<file path="config.mk">
export PLATFORM = sky130hd
export DESIGN_NAME = pidis_cfg
export DESIGN_NICKNAME = d
export VERILOG_FILES = /design/src/design/pidis_pkg.sv /design/src/design/pidis_cfg.sv
export SDC_FILE = /design/constraint.sdc
export NUM_CORES = 1
export LEC_CHECK = 0
export ABC_AREA = 1
export BUFFER_PORTS_ARGS = -buffer_cell sky130_fd_sc_hd__buf_2
export CORE_MARGIN = 2
export CORE_UTILIZATION = 25
export CTS_BUF_LIST = sky130_fd_sc_hd__clkbuf_4
export CTS_CLUSTER_SIZE = 24
export DETAILED_ROUTE_END_ITERATION = 16
export PLACE_DENSITY = 0.53
export SKIP_CTS_REPAIR_TIMING = 1
export SLEW_MARGIN = 20
export SYNTH_ARGS = -nofsm -noshare
export SYNTH_HDL_FRONTEND = slang
export SYNTH_SLANG_ARGS = --single-unit
</file>
<file path="constraint.sdc">
create_clock -name clk -period 1.8 [get_ports clk]
set_clock_uncertainty 0.05 [all_clocks]
set_input_delay 0.27 -clock clk [delete_from_list [all_inputs] [get_ports clk]]
set_output_delay 0.27 -clock clk [all_outputs]
set_load 0.005 [all_outputs]
</file>
<file path="src/design/pidis_pkg.sv">
// ----------------------------------------------------------------------------
// pidis_pkg
// Shared types and constants of the PID controller with integral separation.
// ----------------------------------------------------------------------------
package pidis_pkg;

	localparam int unsigned DataW  = 32;
	localparam int unsigned BandW  = 31;
	localparam int unsigned IntegW = 48;
	localparam int unsigned IndexW = 3;

	localparam logic [BandW-1:0] BandReset  = 31'd65536000;
	localparam logic [BandW-1:0] ClampReset = 31'h7FFF_FFFF;

	typedef enum logic [IndexW-1:0] {
		REG_GAIN_P          = 3'd0,
		REG_GAIN_I          = 3'd1,
		REG_GAIN_D          = 3'd2,
		REG_SEPARATION_BAND = 3'd3,
		REG_ERROR_CLAMP     = 3'd4,
		REG_DERIVATIVE_MODE = 3'd5
	} reg_index_t;

	typedef enum logic [1:0] {
		DMODE_NONE       = 2'd0,
		DMODE_ERROR_DIFF = 2'd1,
		DMODE_RATE       = 2'd2
	} dmode_t;

	typedef struct packed {
		logic signed [DataW-1:0] gain_p;
		logic signed [DataW-1:0] gain_i;
		logic signed [DataW-1:0] gain_d;
		logic        [BandW-1:0] separation_band;
		logic        [BandW-1:0] error_clamp;
		logic        [1:0]       derivative_mode;
	} cfg_t;

	typedef struct packed {
		logic signed [DataW-1:0] setpoint;
		logic signed [DataW-1:0] measured;
		logic signed [DataW-1:0] measured_rate;
		logic                    integral_clear;
	} sample_t;

	typedef struct packed {
		logic signed [IntegW-1:0] integrator;
		logic signed [DataW-1:0]  previous_error;
	} state_t;

endpackage

</file>
<file path="src/design/pidis_cfg.sv">
// ----------------------------------------------------------------------------
// pidis_cfg
// Configuration register file, written through a plain write port.
// ----------------------------------------------------------------------------
module pidis_cfg (
	input  logic                         clk,
	input  logic                         arst_n,
	input  logic                         cfg_we,
	input  logic [pidis_pkg::IndexW-1:0] cfg_index,
	input  logic [pidis_pkg::DataW-1:0]  cfg_data,
	output pidis_pkg::cfg_t              cfg
);
	import pidis_pkg::*;

	cfg_t cfg_q;

	always_ff @(posedge clk or negedge arst_n) begin
		if (!arst_n) begin
			cfg_q.gain_p          <= '0;
			cfg_q.gain_i          <= '0;
			cfg_q.gain_d          <= '0;
			cfg_q.separation_band <= BandReset;
			cfg_q.error_clamp     <= ClampReset;
			cfg_q.derivative_mode <= DMODE_ERROR_DIFF;
		end else if (cfg_we) begin
			case (cfg_index)
				REG_GAIN_P:          cfg_q.gain_p          <= cfg_data;
				REG_GAIN_I:          cfg_q.gain_i          <= cfg_data;
				REG_GAIN_D:          cfg_q.gain_d          <= cfg_data;
				REG_SEPARATION_BAND: cfg_q.separation_band <= cfg_data[BandW-1:0];
				REG_ERROR_CLAMP:     cfg_q.error_clamp     <= cfg_data[BandW-1:0];
				REG_DERIVATIVE_MODE: cfg_q.derivative_mode <= cfg_data[1:0];
				default: ;
			endcase
		end
	end

	assign cfg = cfg_q;

endmodule

</file>
==> impl.org <==
** Status
- Status :: completed

** Yosys
- Yosys warning total :: 0
- Averaged over all synthesized cells, the footprint is 9.038 sq um.
- For this run, the register share of the synthesized area comes to 63.49%.
- In this run the biggest area consumer among cell types represents 47.84% of the synthesized area.
- Syn Nets :: 744
- Summed over all instances, the cell type with the most area after synthesis is sky130_fd_sc_hd__dfrtp_1.
- Number of cells produced by synthesis :: 706
- Synth area leaders :: sky130_fd_sc_hd__dfrtp_1, sky130_fd_sc_hd__nand2_1, sky130_fd_sc_hd__dfstp_2
- Synth Cell Area :: 6381 sq um
- Library cells used by synthesis :: 15
- Number of synthesized register bits :: 160

** Power and ir drop
- Power Density :: 1061 nW/um^2
- VDD sags by at most 0.0003635 V.
- Summed over all cells, the static leakage comes to 4.661 nW.

** Critical path
- STA classifies the critical path endpoint as a primary output.
- Standard cell with the maximum stage delay on the critical path :: sky130_fd_sc_hd__dfstp_2
- Data arrives at the worst endpoint at 1.28 ns.
- Minimum setup slack among reg-to-reg paths :: 1.01 ns
- Largest driver fanout on the critical path :: 2
- Counting both buffers and inverters, the worst setup path holds a total of 1.
- Setup CP Type :: reg -> out
- For this run, the slowest stage of the critical path takes 0.57 ns.
- Crit path launch type :: flip-flop
- For the worst setup path, the data required time is 1.48 ns.
- Among cell families on the critical path, the largest total delay comes from flip-flops.
- RR Startpoint :: cfg[17]
- The most critical setup path has its startpoint at cfg[32].
- Cell breakdown of the critical path :: buf_2

** Clocking
- The longest clock path from root to sink contains 2 buffers.
- Clock insertion delay at the later pin of the skew report :: 0.57 ns
- Number of H-tree levels :: 4
- The tree is rooted in a sky130_fd_sc_hd__clkbuf_4.
- The number of clock buffers added by TritonCTS is 17.
- Clock tree synthesis found a total of 160 sinks.
- Clk pin slew, worst setup/hold paths :: 0.18 ns
- TritonCTS built the clock tree.

** Global route
- Global routing used 25.61% of the available met2 tracks.
- Largest net degree at the start of global routing :: 57
- For this run, global-route usage on met3 was measured as 4.268%.
- Number of global-route vias before repair :: 5403
- Leftover overflow at the end of global routing :: 0
- The global routing stage identified its most utilized layer as met2.
- The first global-routing pass estimated 32.75 mm of wire.
- Global routing consumed, over all layers together, 16.43% of the routing resources.
- The number of antenna violations at the first check in global routing was 1.
- GR Layer Usage met1 :: 22.25%

** Layout
- P&R area growth vs syn :: 33.02%
- Commonest non-fill, non-tap cells in the layout :: sky130_fd_sc_hd__nand2_1, sky130_fd_sc_hd__buf_2, sky130_fd_sc_hd__nand3_1
- Most frequent standard cell in the layout excluding fill and tap cells :: sky130_fd_sc_hd__nand2_1
- Post-layout net count :: 976
- Layout cells sized above 1 :: 31.97%
- Number of flip-flops in the largest register :: 160

** Floorplan
- Measured along the x axis, the die boundary spans 163.8 um.
- The total area inside the core boundary comes to 25110 sq um.
- The floorplan step defined a die boundary enclosing 26820 sq um.
- 198 I/O pins were placed.
- In this run the vertical extent of the chip is 163.8 um.
- Initial standard-cell utilization of the core :: 25.41%
- The floorplan has 58 rows.

** Drt
- Ratio of routed vias to standard cells :: 4.403
- The routed layout has 5645 vias.
- In the final routed layout, each cell accounts on average for 17.04 um.
- First-pass iteration count of the detailed router :: 5
- DRC violation count after routing :: 0
- Remaining antenna violation count after routing :: 0
- First DRT Iteration DRCs :: 428
- Wire length reported by the detailed router :: 21.84 mm

** Timing
- Measured against its own limit, the worst slew margin works out to 71.33%.
- For the final routed database, the setup TNS stands at 0 ns.
- Setup repair after global routing missed its margin :: no
- The number of hold-slack violations in the final timing report was 0.
- Top achievable clock speed :: 625.9 MHz
- The worst path uses 88.76% of the clock period.
- Final number of setup-violating endpoints :: 0
- The final max-slew violation count is 0.
- Smallest setup slack after layout :: 0.2023 ns
- The worst path needs 1.598 ns of the cycle, external delays included.
- Worst slew pin tran :: 0.4300 ns
- Worst slack on hold paths :: 0.02854 ns

** Placement
- Placer's final routability congestion estimate :: 0.7937
- HPWL after detailed placement :: 14.77 mm
- Buffers placed on the I/O ports in this run total 197.
- Post-placement setup slack :: 0.3737 ns

** Min path
- The startpoint identified for the worst hold timing path is cfg_we.
- The path class of the tightest hold or removal check is in -> reg.

** Job
- MaxCap Viol Count :: 0
final timing paths:
path	cells past startpoint	to
worst max-delay path	1	cfg[32]
worst min-delay path	5	cfg[1]
worst max register to register	2	cfg[17]
worst min register to register	2	cfg[27]
max in group asynchronous	4	cfg[4]
min in group asynchronous	2	cfg[154]
cell families (layout without fill, tap and decap cells):
logic type	count (synthesis)	in the layout	synth area share [%]
AND/OR/NAND/NOR	496	496	32.27
buffers and inverters	50	295	4.235
other	0	1	0
flip-flops	160	160	63.49
layer usage:
layer	up-vias	routed length [um]
met5	-	0
met4	0	370
met3	23	1481
met2	181	10070
met1	2751	9921
li1	2690	-
Yosys cell counts:
library cell              number
sky130_fd_sc_hd__dfrtp_1     122
sky130_fd_sc_hd__buf_6         3
sky130_fd_sc_hd__nor2_2        1
sky130_fd_sc_hd__inv_2         4
sky130_fd_sc_hd__nand2_1     361
sky130_fd_sc_hd__nor2_1        2
sky130_fd_sc_hd__nand2_2       2
sky130_fd_sc_hd__buf_1         3
sky130_fd_sc_hd__buf_2        33
sky130_fd_sc_hd__nand3_1     127
sky130_fd_sc_hd__dfstp_2      38
sky130_fd_sc_hd__inv_1         2
sky130_fd_sc_hd__nor2_8        1
sky130_fd_sc_hd__buf_4         5
sky130_fd_sc_hd__nor2_4        2
power by group:
group	internal, mW	switching, mW	total (mW)
Sequential	4.38	0.374	4.75
Combinational	0.848	1.07	1.91
Clock	0.864	1.48	2.34
layout make-up:
cell class	instances	area, sq um
timing repair buffer	257	1618
inverter	6	22.52
tap	330	412.9
fill	2702	16620
clock inverter	15	178.9
clock buffer	17	127.6
multi-input combinational	496	2074
sequential	160	4051
antenna	1	2.502
per-stage QoR:
| step | power, mW | cells | utilization (%) | area, sq um |
|---|---|---|---|---|
| 2_1_floorplan | 5.502 | 706 | - | 6381 |
| 3_3_place_gp | 6.669 | 1214 | 31.18 | 7829 |
| 3_5_place_dp | 6.707 | 1214 | 31.18 | 7829 |
| 4_1_cts | 9.105 | 1246 | 32.40 | 8135 |
| 5_1_grt | 9.590 | 1282 | 33.81 | 8488 |
| 6_report | 9.007 | 1282 | 33.81 | 8488 |
(Power assumes the default switching activity.)
